## config.mk

```make
export PLATFORM = sky130hd
export DESIGN_NAME = remp_regs
export DESIGN_NICKNAME = d
export VERILOG_FILES = /design/src/remp_pkg.sv /design/src/remp_regs.sv
export SDC_FILE = /design/constraint.sdc
export NUM_CORES = 1
export LEC_CHECK = 0
export ABC_AREA = 0
export BUFFER_PORTS_ARGS = -buffer_cell sky130_fd_sc_hd__buf_2
export CELL_PAD_IN_SITES_DETAIL_PLACEMENT = 0
export CELL_PAD_IN_SITES_GLOBAL_PLACEMENT = 1
export CORE_MARGIN = 10
export CORE_UTILIZATION = 40
export CTS_BUF_LIST = sky130_fd_sc_hd__clkbuf_16
export DETAILED_ROUTE_END_ITERATION = 8
export PLACE_DENSITY = 0.95
export SLEW_MARGIN = 20
export SYNTH_ARGS = -nofsm -noshare
export SYNTH_HDL_FRONTEND = slang
export SYNTH_SLANG_ARGS = --single-unit
```

## constraint.sdc

```tcl
create_clock -name clk -period 3.7 [get_ports clk]
set_clock_uncertainty 0.1 [all_clocks]
set_input_delay 0.925 -clock clk [delete_from_list [all_inputs] [get_ports clk]]
set_output_delay 0.925 -clock clk [all_outputs]
set_load 0.03 [all_outputs]
```

## src/remp_pkg.sv

```systemverilog
// Shared constants, codes and controller/datapath structs for the enclosed-mass profile block.
package remp_pkg;

  // input word commands
  localparam logic [1:0] CMD_ADD   = 2'd0;
  localparam logic [1:0] CMD_READ  = 2'd1;
  localparam logic [1:0] CMD_CLEAR = 2'd2;

  // configuration register indexes
  localparam logic [1:0] REG_CENTER_X  = 2'd0;
  localparam logic [1:0] REG_CENTER_Y  = 2'd1;
  localparam logic [1:0] REG_CENTER_Z  = 2'd2;
  localparam logic [1:0] REG_BIN_WIDTH = 2'd3;

  localparam int CFG_ADDR_W = 4;
  localparam int CFG_DATA_W = 32;
  localparam int CENTER_W   = 31;
  localparam int BWIDTH_W   = 32;
  localparam int MASS_W     = 32;
  localparam int SUM_W      = 48;
  localparam int IDX_W      = 9;
  localparam int SQ_STEPS   = 4;

  typedef struct packed {
    logic capture;
    logic diff;
    logic sq_step;
    logic lim;
    logic sqrt_step;
    logic div_init;
    logic div_step;
    logic add_rd;
    logic add_wr;
    logic rd_rd;
    logic rd_out;
    logic clr_start;
    logic clr_step;
  } remp_cmd_t;

  typedef struct packed {
    logic clr_last;
    logic drop;
    logic out_free;
  } remp_sts_t;

  function automatic logic [SUM_W-1:0] sat_add(input logic [SUM_W-1:0] a,
                                               input logic [SUM_W-1:0] b);
    logic [SUM_W:0] s;
    s = {1'b0, a} + {1'b0, b};
    return s[SUM_W] ? {SUM_W{1'b1}} : s[SUM_W-1:0];
  endfunction

endpackage

```

## src/remp_regs.sv

```systemverilog
// APB-style configuration registers: profile center and bin width.
module remp_regs (
  input  logic                            clk,
  input  logic                            rst_n,
  input  logic                            cfg_psel,
  input  logic                            cfg_penable,
  input  logic                            cfg_pwrite,
  input  logic [remp_pkg::CFG_ADDR_W-1:0] cfg_paddr,
  input  logic [remp_pkg::CFG_DATA_W-1:0] cfg_pwdata,
  output logic [remp_pkg::CFG_DATA_W-1:0] cfg_prdata,
  output logic                            cfg_pready,
  output logic [remp_pkg::CENTER_W-1:0]   center_x,
  output logic [remp_pkg::CENTER_W-1:0]   center_y,
  output logic [remp_pkg::CENTER_W-1:0]   center_z,
  output logic [remp_pkg::BWIDTH_W-1:0]   bin_width
);

  logic [remp_pkg::CENTER_W-1:0] cx_r, cx_nxt;
  logic [remp_pkg::CENTER_W-1:0] cy_r, cy_nxt;
  logic [remp_pkg::CENTER_W-1:0] cz_r, cz_nxt;
  logic [remp_pkg::BWIDTH_W-1:0] bw_r, bw_nxt;
  logic [1:0]                    idx;
  logic                          wr;

  assign idx        = cfg_paddr[3:2];
  assign wr         = cfg_psel & cfg_penable & cfg_pwrite;
  assign cfg_pready = 1'b1;

  always_comb begin
    cx_nxt = cx_r;
    cy_nxt = cy_r;
    cz_nxt = cz_r;
    bw_nxt = bw_r;
    if (wr) begin
      unique case (idx)
        remp_pkg::REG_CENTER_X:  cx_nxt = cfg_pwdata[remp_pkg::CENTER_W-1:0];
        remp_pkg::REG_CENTER_Y:  cy_nxt = cfg_pwdata[remp_pkg::CENTER_W-1:0];
        remp_pkg::REG_CENTER_Z:  cz_nxt = cfg_pwdata[remp_pkg::CENTER_W-1:0];
        remp_pkg::REG_BIN_WIDTH: bw_nxt = cfg_pwdata[remp_pkg::BWIDTH_W-1:0];
        default: ;
      endcase
    end
  end

  always_comb begin
    unique case (idx)
      remp_pkg::REG_CENTER_X:  cfg_prdata = remp_pkg::CFG_DATA_W'(cx_r);
      remp_pkg::REG_CENTER_Y:  cfg_prdata = remp_pkg::CFG_DATA_W'(cy_r);
      remp_pkg::REG_CENTER_Z:  cfg_prdata = remp_pkg::CFG_DATA_W'(cz_r);
      remp_pkg::REG_BIN_WIDTH: cfg_prdata = remp_pkg::CFG_DATA_W'(bw_r);
      default:                 cfg_prdata = '0;
    endcase
  end

  always_ff @(posedge clk) begin
    if (!rst_n) begin
      cx_r <= '0;
      cy_r <= '0;
      cz_r <= '0;
      bw_r <= remp_pkg::BWIDTH_W'(1);
    end else begin
      cx_r <= cx_nxt;
      cy_r <= cy_nxt;
      cz_r <= cz_nxt;
      bw_r <= bw_nxt;
    end
  end

  assign center_x  = cx_r;
  assign center_y  = cy_r;
  assign center_z  = cz_r;
  assign bin_width = bw_r;

endmodule

```

# --- After elaboration in Yosys (flattened, before gate mapping) ---
# Cells that the tools add are included.
# Widths: inputs -> output; s select.
op_classes:
  n_eq_ne: 3
  muxes: 1
  bitwise_logic: 2
  reduce_logical: 5
ops:
  columns: ["operator", "n"]
  rows:
  - ["$pmux 32 s4", 1]
  - ["$reduce_and 2->1", 4]
  - ["$eq 2x2->1 const B", 2]
  - ["$and 1x1->1", 2]
  - ["$eq 2x1->1 const B", 1]
  - ["$logic_not 2->1", 1]
word_totals:
  ff_bits: 125

# --- Depth between registers and ports, before layout ---
logic_depth:
  word_depth: 3
  depth_mapped: 5

# --- Least setup slack after synthesis ---
# No wires, ideal clock.
synth_timing:
  kind: "input-to-output"
  from: "input port cfg_paddr[2] (netlist name)"
  to: "output port cfg_prdata[10] (netlist name)"
  t_arrival_ps: 2016
  setup_slack_ps: 659
  path_stages: 3
  n_path_buf: 2
  path_cell_list: "buf_4 buf_2 mux4_2"
synth_via:
  elab_chain_cells: 2
synth_rtl:
  columns: ["element", "line", "text"]
  rows:
  - ["start: declaration", "remp_regs.sv:8", "input logic [remp_pkg::CFG_ADDR_W-1:0] cfg_paddr,"]
  - ["$eq 2x2->1 (tied with other cells)", "remp_regs.sv:46", "unique case (idx)"]
  - ["$pmux 32 s4 *", "remp_regs.sv:46", null]
  - ["end: declaration", "remp_regs.sv:10", "output logic [remp_pkg::CFG_DATA_W-1:0] cfg_prdata,"]
# Mark *: on every way between the ends. The rest lies on a longest branch, timed or not.

# --- Final worst setup path ---
layout_timing:
  from: "input port cfg_paddr[3] (netlist name)"
  to: "output port cfg_prdata[11] (netlist name)"
# Same word-level chain as after synthesis.

==> flow_summary.json <==
{
  "dp.cells": 828,
  "post_cts.repair.setup_buffers": 0,
  "preCtsSetupSlack_ns": 0.218,
  "grt-ovfl-total": 0,
  "dieHeight_um": 135,
  "dp_hpwl_mm": 11.2,
  "antenna_found_initial": 0,
  "p_leak_uw": 0.00329,
  "clock_path_buffers": 2,
  "core_mm2": 0.0131,
  "crit_path_end_kind": "output pin",
  "via_per_inst": 4.99,
  "rsz0062_at_grt": "no",
  "drcViolationCount": 0,
  "n_antenna_cell": 0,
  "port_buffers": 195,
  "crit_path_start": "cfg_paddr[3]",
  "reg2reg_slack_ns": 2.88,
  "grt_max_degree": 158,
  "fin_util_pct": 53.5,
  "wl_per_cell_um": 18.2,
  "synth.largest_area_cell": "dfxtp_1",
  "antenna_left": 0,
  "postRouteWirelength_mm": 15.7,
  "numCtsBuffers": 17,
  "critPathArrivalTime_ns": 2.40,
  "maxSlewViolCount": 0,
  "cp_max_fo": 19,
  "drt-pass1-iter-count": 4,
  "final_cells": 860,
  "die_w_um": 135,
  "yosysTopAreaCellShare_pct": 47.1,
  "required_ns": 2.67,
  "place_area_mm2": 0.00645,
  "area_growth_pct": 32.3,
  "vias": 4295,
  "root_buffer": "clkbuf_16",
  "tightest_slew_ns": 0.685,
  "n_fill_cell": 1177,
  "globalplace.congestion": 0.780,
  "first_iter_violations": 290,
  "combPwrFrac_pct": 7.2,
  "synth_area_mm2": 0.00531,
  "clkLatencyLatePin_ns": 0.40,
  "ys_types": 19,
  "power_density_mw_per_mm2": 461,
  "p_int_uw": 2490,
  "hold_viol_final": 0,
  "finalCriticalPeriod_ns": 3.43,
  "row_count": 42,
  "cts_sinks": 125,
  "peakVddDrop_mv": 0.235,
  "cts_resized": 0,
  "yosysWarnings": 0,
  "critPathLaunchType": "input pin",
  "syn_nets": 527,
  "clockPowerShare_pct": 50.2,
  "min_path_type": "flop to flop",
  "swShare_pct": 23.1,
  "yosysSeqAreaShare_pct": 47.1,
  "die-area_mm2": 0.0183,
  "status": "completed",
  "synth.area.top_cells": "dfxtp_1 47%, mux2i_1 23%, mux4_2 13%",
  "avgSynthCellArea_um2": 10.9,
  "p_switching_uw": 749,
  "drive_gt1_share_pct": 39.5,
  "rr_startpoint": "bin_width[0]",
  "io_pins": 199,
  "grt_use_total_pct": 16.9,
  "fin_nets": 712,
  "grt_pass1_wl_mm": 24.8,
  "min-delay-start": "bin_width[22]",
  "yosys_register_bits": 125,
  "tns_ns": 0,
  "cap_viol_max_count": 0,
  "cts.clk_slew.worst_paths_ns": 0.05,
  "htreeDepth": 4,
  "stdcell_area_mm2": 0.00703,
  "relSlewSlack_pct": 54.4,
  "synthCells": 486,
  "initial_core_util_pct": 40.4,
  "timing.final.crit_share_pct": 92.6,
  "grt_pass1_vias": 4591,
  "cts.hold.buffers_added": 0,
  "cts_tree": "built",
  "fmax_ghz": 0.292,
  "critical_path_class": "input pin to output pin",
  "power.sequential.fraction_pct": 42.6,
  "setup_ws_ns": 0.274,
  "setup_viol": 0
}
==> final cells by class <==
| type | count | area (µm²) | area share (%) |
|---|---|---|---|
| clock buffer | 17 | 425 | 6.05 |
| multi-input combinational | 321 | 2620 | 37.2 |
| clock inverter | 15 | 155 | 2.21 |
| inverter | 1 | 3.75 | 0.0534 |
| tap | 176 | 220 | 3.13 |
| timing repair buffer | 205 | 1100 | 15.7 |
| sequential | 125 | 2500 | 35.6 |
==> stage by stage <==
stage	power (µW)	hold WS, ns
floorplan	1560	0.490
global placement	1630	0.351
detailed placement	1640	0.360
CTS	3270	0.369
global route	3350	0.391
finish	3240	0.366
==> Yosys cell counts <==
cell / number
o21ai_0: 1
nand2_1: 157
buf_6: 3
buf_1: 6
nor3b_2: 1
nor3_2: 1
inv_1: 1
clkbuf_1: 10
dfxtp_1: 125
or3b_1: 1
mux2i_1: 124
nor2_1: 1
and3_1: 1
buf_4: 6
o311ai_0: 1
nand3_2: 1
buf_2: 14
conb_1: 1
mux4_2: 31
==> flip-flops by register name (all words and copies together), names as in the netlist <==
signal and count:
bin_width 32, center_x 31, center_y 31, center_z 31
==> power groups by stage <==
stage	logic [µW]	clock network, µW	registers [µW]
4_1_cts	237	1650	1380
3_5_place_dp	237	0	1410
2_1_floorplan	126	0	1440
5_1_grt	252	1720	1380
6_report	234	1630	1380
3_3_place_gp	230	0	1410
==> critical path, stage by stage <==
cell,delay (ns)
buf_2,0.49
buf_4,0.41
mux4_2,0.37
buf_2,0.20
==> layout by cell type, fill, tap and decap left out <==
| cell type | instances |
|---|---|
| buf_2 | 194 |
| nand2_1 | 157 |
| dfxtp_1 | 125 |
| mux2i_1 | 124 |
| mux4_2 | 31 |
| clkbuf_16 | 17 |
| buf_4 | 7 |
| clkinv_2 | 6 |
| buf_12 | 4 |
| bufinv_16 | 3 |
| inv_1 | 2 |
| clkinv_1 | 2 |
| clkinvlp_4 | 2 |
| and3_1 | 1 |
| nand3_2 | 1 |
| nor3_4 | 1 |
| or3b_2 | 1 |
| nor3b_4 | 1 |
| nor2_4 | 1 |
| o21ai_0 | 1 |
| o311ai_0 | 1 |
| conb_1 | 1 |
| clkinv_4 | 1 |
==> kinds of logic after synthesis <==
| logic type | count (synthesis) | synth area share, % |
|---|---|---|
| compound gates | 2 | 0.259 |
| buf+inv | 40 | 4.00 |
| other cells | 1 | 0.0706 |
| simple gates | 163 | 12.1 |
| mux | 155 | 36.5 |
| flops | 125 | 47.1 |
==> metal layers <==
| metal | GRT usage [%] | up-vias | share of wire [%] | wire length, µm |
|---|---|---|---|---|
| li1 | - | 2049 | - | - |
| met1 | 18.4 | 2100 | 39 | 6150 |
| met2 | 29.8 | 133 | 52 | 8220 |
| met3 | 5.79 | 13 | 7.1 | 1110 |
| met4 | 6.28 | 0 | 1.2 | 184 |
| met5 | 0 | - | 0 | 0 |
==> path summary, 6_finish.rpt <==
path,depth (start not counted),to
setup reg to reg,2,bin_width[0]
hold / removal,2,bin_width[22]
hold reg to reg,2,bin_width[22]
setup / recovery,4,cfg_prdata[11]
(Power assumes the default switching activity.)
