### src/remp_pkg.sv
// Shared constants, codes and controller/datapath structs for the enclosed-mass profile block.
package remp_pkg;

  // input word commands
  localparam logic [1:0] CMD_ADD   = 2'd0;
  localparam logic [1:0] CMD_READ  = 2'd1;
  localparam logic [1:0] CMD_CLEAR = 2'd2;

  // configuration register indexes
  localparam logic [1:0] REG_CENTER_X  = 2'd0;
  localparam logic [1:0] REG_CENTER_Y  = 2'd1;
  localparam logic [1:0] REG_CENTER_Z  = 2'd2;
  localparam logic [1:0] REG_BIN_WIDTH = 2'd3;

  localparam int CFG_ADDR_W = 4;
  localparam int CFG_DATA_W = 32;
  localparam int CENTER_W   = 31;
  localparam int BWIDTH_W   = 32;
  localparam int MASS_W     = 32;
  localparam int SUM_W      = 48;
  localparam int IDX_W      = 9;
  localparam int SQ_STEPS   = 4;

  typedef struct packed {
    logic capture;
    logic diff;
    logic sq_step;
    logic lim;
    logic sqrt_step;
    logic div_init;
    logic div_step;
    logic add_rd;
    logic add_wr;
    logic rd_rd;
    logic rd_out;
    logic clr_start;
    logic clr_step;
  } remp_cmd_t;

  typedef struct packed {
    logic clr_last;
    logic drop;
    logic out_free;
  } remp_sts_t;

  function automatic logic [SUM_W-1:0] sat_add(input logic [SUM_W-1:0] a,
                                               input logic [SUM_W-1:0] b);
    logic [SUM_W:0] s;
    s = {1'b0, a} + {1'b0, b};
    return s[SUM_W] ? {SUM_W{1'b1}} : s[SUM_W-1:0];
  endfunction

endpackage

### src/remp_ctrl.sv
// Sequencer for add, read and clear commands, plus the store clearing sweep.
module remp_ctrl #(
  parameter int NUM_BINS  = 512,
  parameter int POS_WIDTH = 31
) (
  input  logic                  clk,
  input  logic                  rst_n,
  input  logic                  in_valid,
  input  logic [1:0]            in_cmd,
  output logic                  in_ready,
  input  remp_pkg::remp_sts_t   sts_i,
  output remp_pkg::remp_cmd_t   cmd_o
);

  localparam int BW         = $clog2(NUM_BINS);
  localparam int SQRT_STEPS = POS_WIDTH + 1;
  localparam int CW_A       = $clog2(SQRT_STEPS);
  localparam int CW_B       = $clog2(BW + 1);
  localparam int CW         = (CW_A > CW_B) ? CW_A : CW_B;

  localparam logic [3:0] S_CLR   = 4'd0;
  localparam logic [3:0] S_IDLE  = 4'd1;
  localparam logic [3:0] S_DIFF  = 4'd2;
  localparam logic [3:0] S_SQ    = 4'd3;
  localparam logic [3:0] S_LIM   = 4'd4;
  localparam logic [3:0] S_SQRT  = 4'd5;
  localparam logic [3:0] S_DINIT = 4'd6;
  localparam logic [3:0] S_DIV   = 4'd7;
  localparam logic [3:0] S_AADR  = 4'd8;
  localparam logic [3:0] S_AWR   = 4'd9;
  localparam logic [3:0] S_RADR  = 4'd10;
  localparam logic [3:0] S_ROUT  = 4'd11;

  logic [3:0]    state_r, state_nxt;
  logic [CW-1:0] cnt_r, cnt_nxt;

  always_comb begin
    state_nxt = state_r;
    cnt_nxt   = cnt_r + CW'(1);
    cmd_o     = '0;
    in_ready  = 1'b0;
    unique case (state_r)
      S_CLR: begin
        cmd_o.clr_step = 1'b1;
        if (sts_i.clr_last) state_nxt = S_IDLE;
      end
      S_IDLE: begin
        in_ready = 1'b1;
        cnt_nxt  = '0;
        if (in_valid) begin
          cmd_o.capture = 1'b1;
          case (in_cmd)
            remp_pkg::CMD_ADD:   state_nxt = S_DIFF;
            remp_pkg::CMD_READ:  state_nxt = S_RADR;
            remp_pkg::CMD_CLEAR: begin
              cmd_o.clr_start = 1'b1;
              state_nxt       = S_CLR;
            end
            default: ;
          endcase
        end
      end
      S_DIFF: begin
        cmd_o.diff = 1'b1;
        cnt_nxt    = '0;
        state_nxt  = S_SQ;
      end
      S_SQ: begin
        cmd_o.sq_step = 1'b1;
        if (cnt_r == CW'(remp_pkg::SQ_STEPS - 1)) state_nxt = S_LIM;
      end
      S_LIM: begin
        cmd_o.lim = 1'b1;
        cnt_nxt   = '0;
        state_nxt = S_SQRT;
      end
      S_SQRT: begin
        cmd_o.sqrt_step = 1'b1;
        if (cnt_r == CW'(SQRT_STEPS - 1)) state_nxt = S_DINIT;
      end
      S_DINIT: begin
        cmd_o.div_init = 1'b1;
        cnt_nxt        = '0;
        state_nxt      = S_DIV;
      end
      S_DIV: begin
        cmd_o.div_step = 1'b1;
        if (cnt_r == CW'(BW - 1)) state_nxt = sts_i.drop ? S_IDLE : S_AADR;
      end
      S_AADR: begin
        cmd_o.add_rd = 1'b1;
        state_nxt    = S_AWR;
      end
      S_AWR: begin
        cmd_o.add_wr = 1'b1;
        state_nxt    = S_IDLE;
      end
      S_RADR: begin
        if (sts_i.out_free) begin
          cmd_o.rd_rd = 1'b1;
          state_nxt   = S_ROUT;
        end
      end
      S_ROUT: begin
        cmd_o.rd_out = 1'b1;
        state_nxt    = S_IDLE;
      end
      default: state_nxt = S_IDLE;
    endcase
  end

  always_ff @(posedge clk) begin
    if (!rst_n) begin
      state_r <= S_CLR;
      cnt_r   <= '0;
    end else begin
      state_r <= state_nxt;
      cnt_r   <= cnt_nxt;
    end
  end

  // a word is only taken while no command is in progress
  a_ready_idle: assert property (@(posedge clk) disable iff (!rst_n)
    in_ready |-> (cnt_r == '0 || $past(state_r) != S_IDLE || $past(!in_valid)))
    else $error("ready raised with a stale step count");
  a_clr_reset: assert property (@(posedge clk)
    $past(!rst_n) |-> state_r == S_CLR)
    else $error("reset did not start the clearing sweep");
  a_div_to_add: assert property (@(posedge clk) disable iff (!rst_n)
    (state_r == S_AADR) |-> ($past(state_r) == S_DIV && !sts_i.drop))
    else $error("store update entered without a valid bin");

endmodule

### config.mk
export PLATFORM = sky130hd
export DESIGN_NAME = remp_ctrl
export DESIGN_NICKNAME = d
export VERILOG_FILES = /design/src/remp_pkg.sv /design/src/remp_ctrl.sv
export SDC_FILE = /design/constraint.sdc
export NUM_CORES = 1
export LEC_CHECK = 0
export ABC_AREA = 1
export BUFFER_PORTS_ARGS = -buffer_cell sky130_fd_sc_hd__buf_2
export CAP_MARGIN = 10
export CELL_PAD_IN_SITES_DETAIL_PLACEMENT = 0
export CELL_PAD_IN_SITES_GLOBAL_PLACEMENT = 1
export CORE_ASPECT_RATIO = 1.1
export CORE_MARGIN = 3
export CORE_UTILIZATION = 24
export CTS_BUF_LIST = sky130_fd_sc_hd__clkbuf_16
export DETAILED_ROUTE_END_ITERATION = 16
export HOLD_SLACK_MARGIN = 0.06
export PLACE_DENSITY_LB_ADDON = 0.08
export SLEW_MARGIN = 0
export SYNTH_ARGS = -nofsm -noshare
export SYNTH_HDL_FRONTEND = slang
export SYNTH_SLANG_ARGS = --single-unit
### constraint.sdc
create_clock -name clk -period 1.5 [get_ports clk]
set_input_delay 0.225 -clock clk [delete_from_list [all_inputs] [get_ports clk]]
set_output_delay 0.225 -clock clk [all_outputs]
set_load 0.05 [all_outputs]
Word level (Yosys, flattened, before mapping)
Index checks and enable logic that the tools add are counted.
Widths: inputs -> output; s select.
Operators by class
  reduce and logical (&&, ||, !) cells: 4
  mux-type cells: 27
  bitwise logic cells: 1
  $add $sub $neg: 1
  equality and inequality tests: 23
Operator list (number)
  $pmux 4 s10: 1
  $mux 4: 7
  $mux 1: 18
  $eq 4x3->1 const B: 4
  $eq 4x4->1 const B: 4
  $ne 2x2->1 const B: 6
  $pmux 4 s3: 1
  $eq 4x2->1 const B: 2
  $reduce_and 7->1: 1
  $add 5x1->5 const B: 1
  $eq 5x2->1 const B: 1
  $eq 5x4->1 const B: 1
  $eq 5x5->1 const B: 1
  $reduce_or 5->1: 1
  $eq 4x1->1 const B: 1
  $logic_not 4->1: 1
  $ne 4x1->1 const B: 1
  $eq 2x1->1 const B: 1
  $eq 2x2->1 const B: 1
  $logic_not 2->1: 1
  $not 1->1: 1
Storage, ports and cells
  register bits: 9
  output and inout port bits: 14

Logic depth before layout (Yosys ltp)
  word-level depth: 4
  depth in mapped cells: 11

Worst setup path after synthesis
OpenSTA, ideal clock, no wires.
  path type: register -> output
  start point: register state_r[0]
  end point: output cmd_o[1] (netlist bit)
  required time: 1275 ps
  cell stages (with the launch flop): 5
  arrival time: 1796 ps
  slack: -521 ps
  buffers on the path: 0
  path through: dfxtp_1 -> inv_2 -> nor2_4 -> nand2_2 -> nor3_1
RTL lines
  start, declared: line remp_ctrl.sv:34  | logic [3:0] state_r, state_nxt;
  start signal, assigned: line remp_ctrl.sv:117  | state_r <= state_nxt;
  end, declared: line remp_ctrl.sv:12  | output remp_pkg::remp_cmd_t cmd_o

==> impl_metrics.ini <==
[power]
p_seq_frac = 0.168
switching_share = 0.499
power_density_nw_per_um2 = 2140
leakage_nw = 0.600
clkPwrFrac = 0.183
p_total_mw = 2.56
p_int_mw = 1.28
combPwrFrac = 0.650
ir_drop_mv = 0.998
p_sw_mw = 1.28

[logic_synthesis]
syn_inst = 120
yosysWarnings = 0
synth-seq-cells = 9
syn_avg_cell_area_um2 = 6.08
syn_area_um2 = 729
synth_nets = 131
synth_cell_types = 20
ys_seq_area_frac = 0.247

[cells_and_area]
n_antenna_cell = 0
mostFrequentLayoutCells = inv_1, nor2_1, nand2_1, buf_4, nor2_2
fillerInstances = 317
layout-drive-gt1-share = 0.513
layout.nets = 168
fin_area_um2 = 1190
multi_input_area_um2 = 552
seqCellArea_um2 = 188
areaGrowthSynthToFinish_pct = 63.8

[sta]
setup_viol = 2
fin_crit_sh = 1.01
rsz0062_at_grt = true
setup_ws_ns = -0.00820
period_minus_slack_ns = 1.51
timing.fmax_mhz = 663
tns_ns = -0.00895
maxSlewHeadroom = 0.834
finalHoldViolCount = 0
skew_ns = 0.000553
hold_slack_ns = 0.270
slew_viol_final = 0
worst_slew_pin_slew_ns = 0.251

[clock_tree]
cts_hold_buf = 0
cts_buffer_depth = 2
cts_made_buffers = 3
root_buffer = clkbuf_16
clk_pin_slew_ns = 0.04
cts.sinks = 9
cts_tree = done
clkLatencyLatePin_ns = 0.23
htree_levels = 1

[die]
row_count = 20
ios = 22
die_y_um = 63.8
core-area_um2 = 2830
die_width_um = 58.6
initial_utilization = 0.258
dieArea_um2 = 3740

[routing]
drcViolationCount = 0
routed_via_density = 4.28
drtIter0Drc = 10
dr_total_vias = 808
wl_per_cell_um = 10.2
dr.pass1.iters = 4
routed_wl_um = 1930
ant_nets = 0

[outcome]
status = finished, violations left
violations = setup timing

[critical_path]
r2r_start = state_r[1]
required_ns = 1.27
rrSetupSlack_ns = 0
critical_path.max_fanout = 4
path_class = reg2out
r2r-end = state_r[1]
reg2reg_depth = 9
cp.arrival_ns = 1.28
crit_path_end_kind = primary output
start_kind = register

[grt]
grt_max_degree = 8
grt_antenna_before_repair = 0
gr-total-overflow = 0
grt_pass1_vias = 778
grt_util_all_layers = 0.115
grt_pass1_wl_um = 3330

[worst_hold_path]
hp-class = in2reg
whs_path_depth = 3
min_from = rst_n
hold_end = state_r[3]

[placement]
place_congestion = 0.789
io_buffers = 21
hpwl_um = 1610
place_area_um2 = 980

[flow_run]
cap_violations = 0
-- flip-flops by register name, indices dropped and copies added, names as in the netlist --
name / cells
state_r: 4
cnt_r: 5
-- logic make-up after synthesis --
| logic type | share of synthesized area |
|---|---|
| AO/OA/AOI/OAI | 0.0532 |
| buffers and inverters | 0.124 |
| XOR/XNOR | 0.0120 |
| flip-flops | 0.247 |
| adder cells (fa/ha/maj) | 0.0515 |
| AND/OR/NAND/NOR | 0.513 |
-- routing by layer --
metal  global-route usage  part of all wire  vias to the layer above
li1                     -                 -                      439
met1                0.136              0.43                      353
met2                0.193              0.50                       14
met3               0.0364             0.049                        2
met4               0.0377             0.014                        0
met5                    0                 0                        -
-- Yosys cell counts, drive strengths merged --
library cell  instances  area, µm²
a21oi                 5       28.8
dfxtp                 9        180
ha                    3       37.5
inv                  24       90.1
nand2                26        120
nand3                10       55.1
nand3b                2       15.0
nor2                 35        161
nor3                  2       10.0
nor3b                 1       12.5
o21ai                 2       10.0
xor2                  1       8.76
-- area by class of cell --
cell class,count,share of cell area
Clock inverter,1,0.00419
Inverter,24,0.0754
Multi-Input combinational cell,87,0.462
Clock buffer,3,0.0628
Tap cell,33,0.0346
Sequential cell,9,0.157
Timing Repair Buffer,32,0.204
-- power groups by stage --
| stage | combinational (mW) | clock (mW) | sequential (mW) |
|---|---|---|---|
| 2_1_floorplan | 1.05 | 0 | 0.402 |
| 3_3_place_gp | 1.46 | 0 | 0.389 |
| 3_5_place_dp | 1.45 | 0 | 0.388 |
| 4_1_cts | 1.53 | 0.482 | 0.401 |
| 5_1_grt | 1.85 | 0.504 | 0.440 |
| 6_report | 1.67 | 0.468 | 0.429 |
-- per-stage QoR --
| stage | utilization | worst slack, ns | cells |
|---|---|---|---|
| after CTS | 0.392 | -0.0159 | 187 |
| after detailed placement | 0.346 | -0.0322 | 183 |
| final | 0.423 | -0.00820 | 189 |
| after global placement | 0.346 | 0.0144 | 183 |
| after global routing | 0.423 | -0.0802 | 189 |
| after floorplan | - | -0.0978 | 120 |
-- worst max-delay path, cell delays in order (launching register included) --
cell     delay [ns]
dfxtp_1        0.33
buf_4          0.16
nor2_4         0.17
nand2_4        0.08
nor3_2         0.13
buf_6          0.18
-- worst max-delay path by stage --
stage | startpoint | end | slack [ns] | cells after the start
floorplan | state_r[0] | cmd_o[1] | -0.1 | 4
global placement | cnt_r[1] | state_r[0] | 0.01 | 10
detailed placement | cnt_r[1] | state_r[0] | -0.03 | 10
CTS | state_r[0] | cmd_o[1] | -0.02 | 5
global route | cnt_r[1] | state_r[0] | -0.08 | 10
finish | state_r[1] | cmd_o[1] | -0.008 | 5
-- what timing repair did --
item,4_1_cts,5_1_grt
gates resized for setup,19,23
buffers inserted,0,2
gates cloned,0,0
pin swaps,1,4
endpoints found under the setup margin,14,15
No activity file was read; power rests on OpenSTA's default activity.
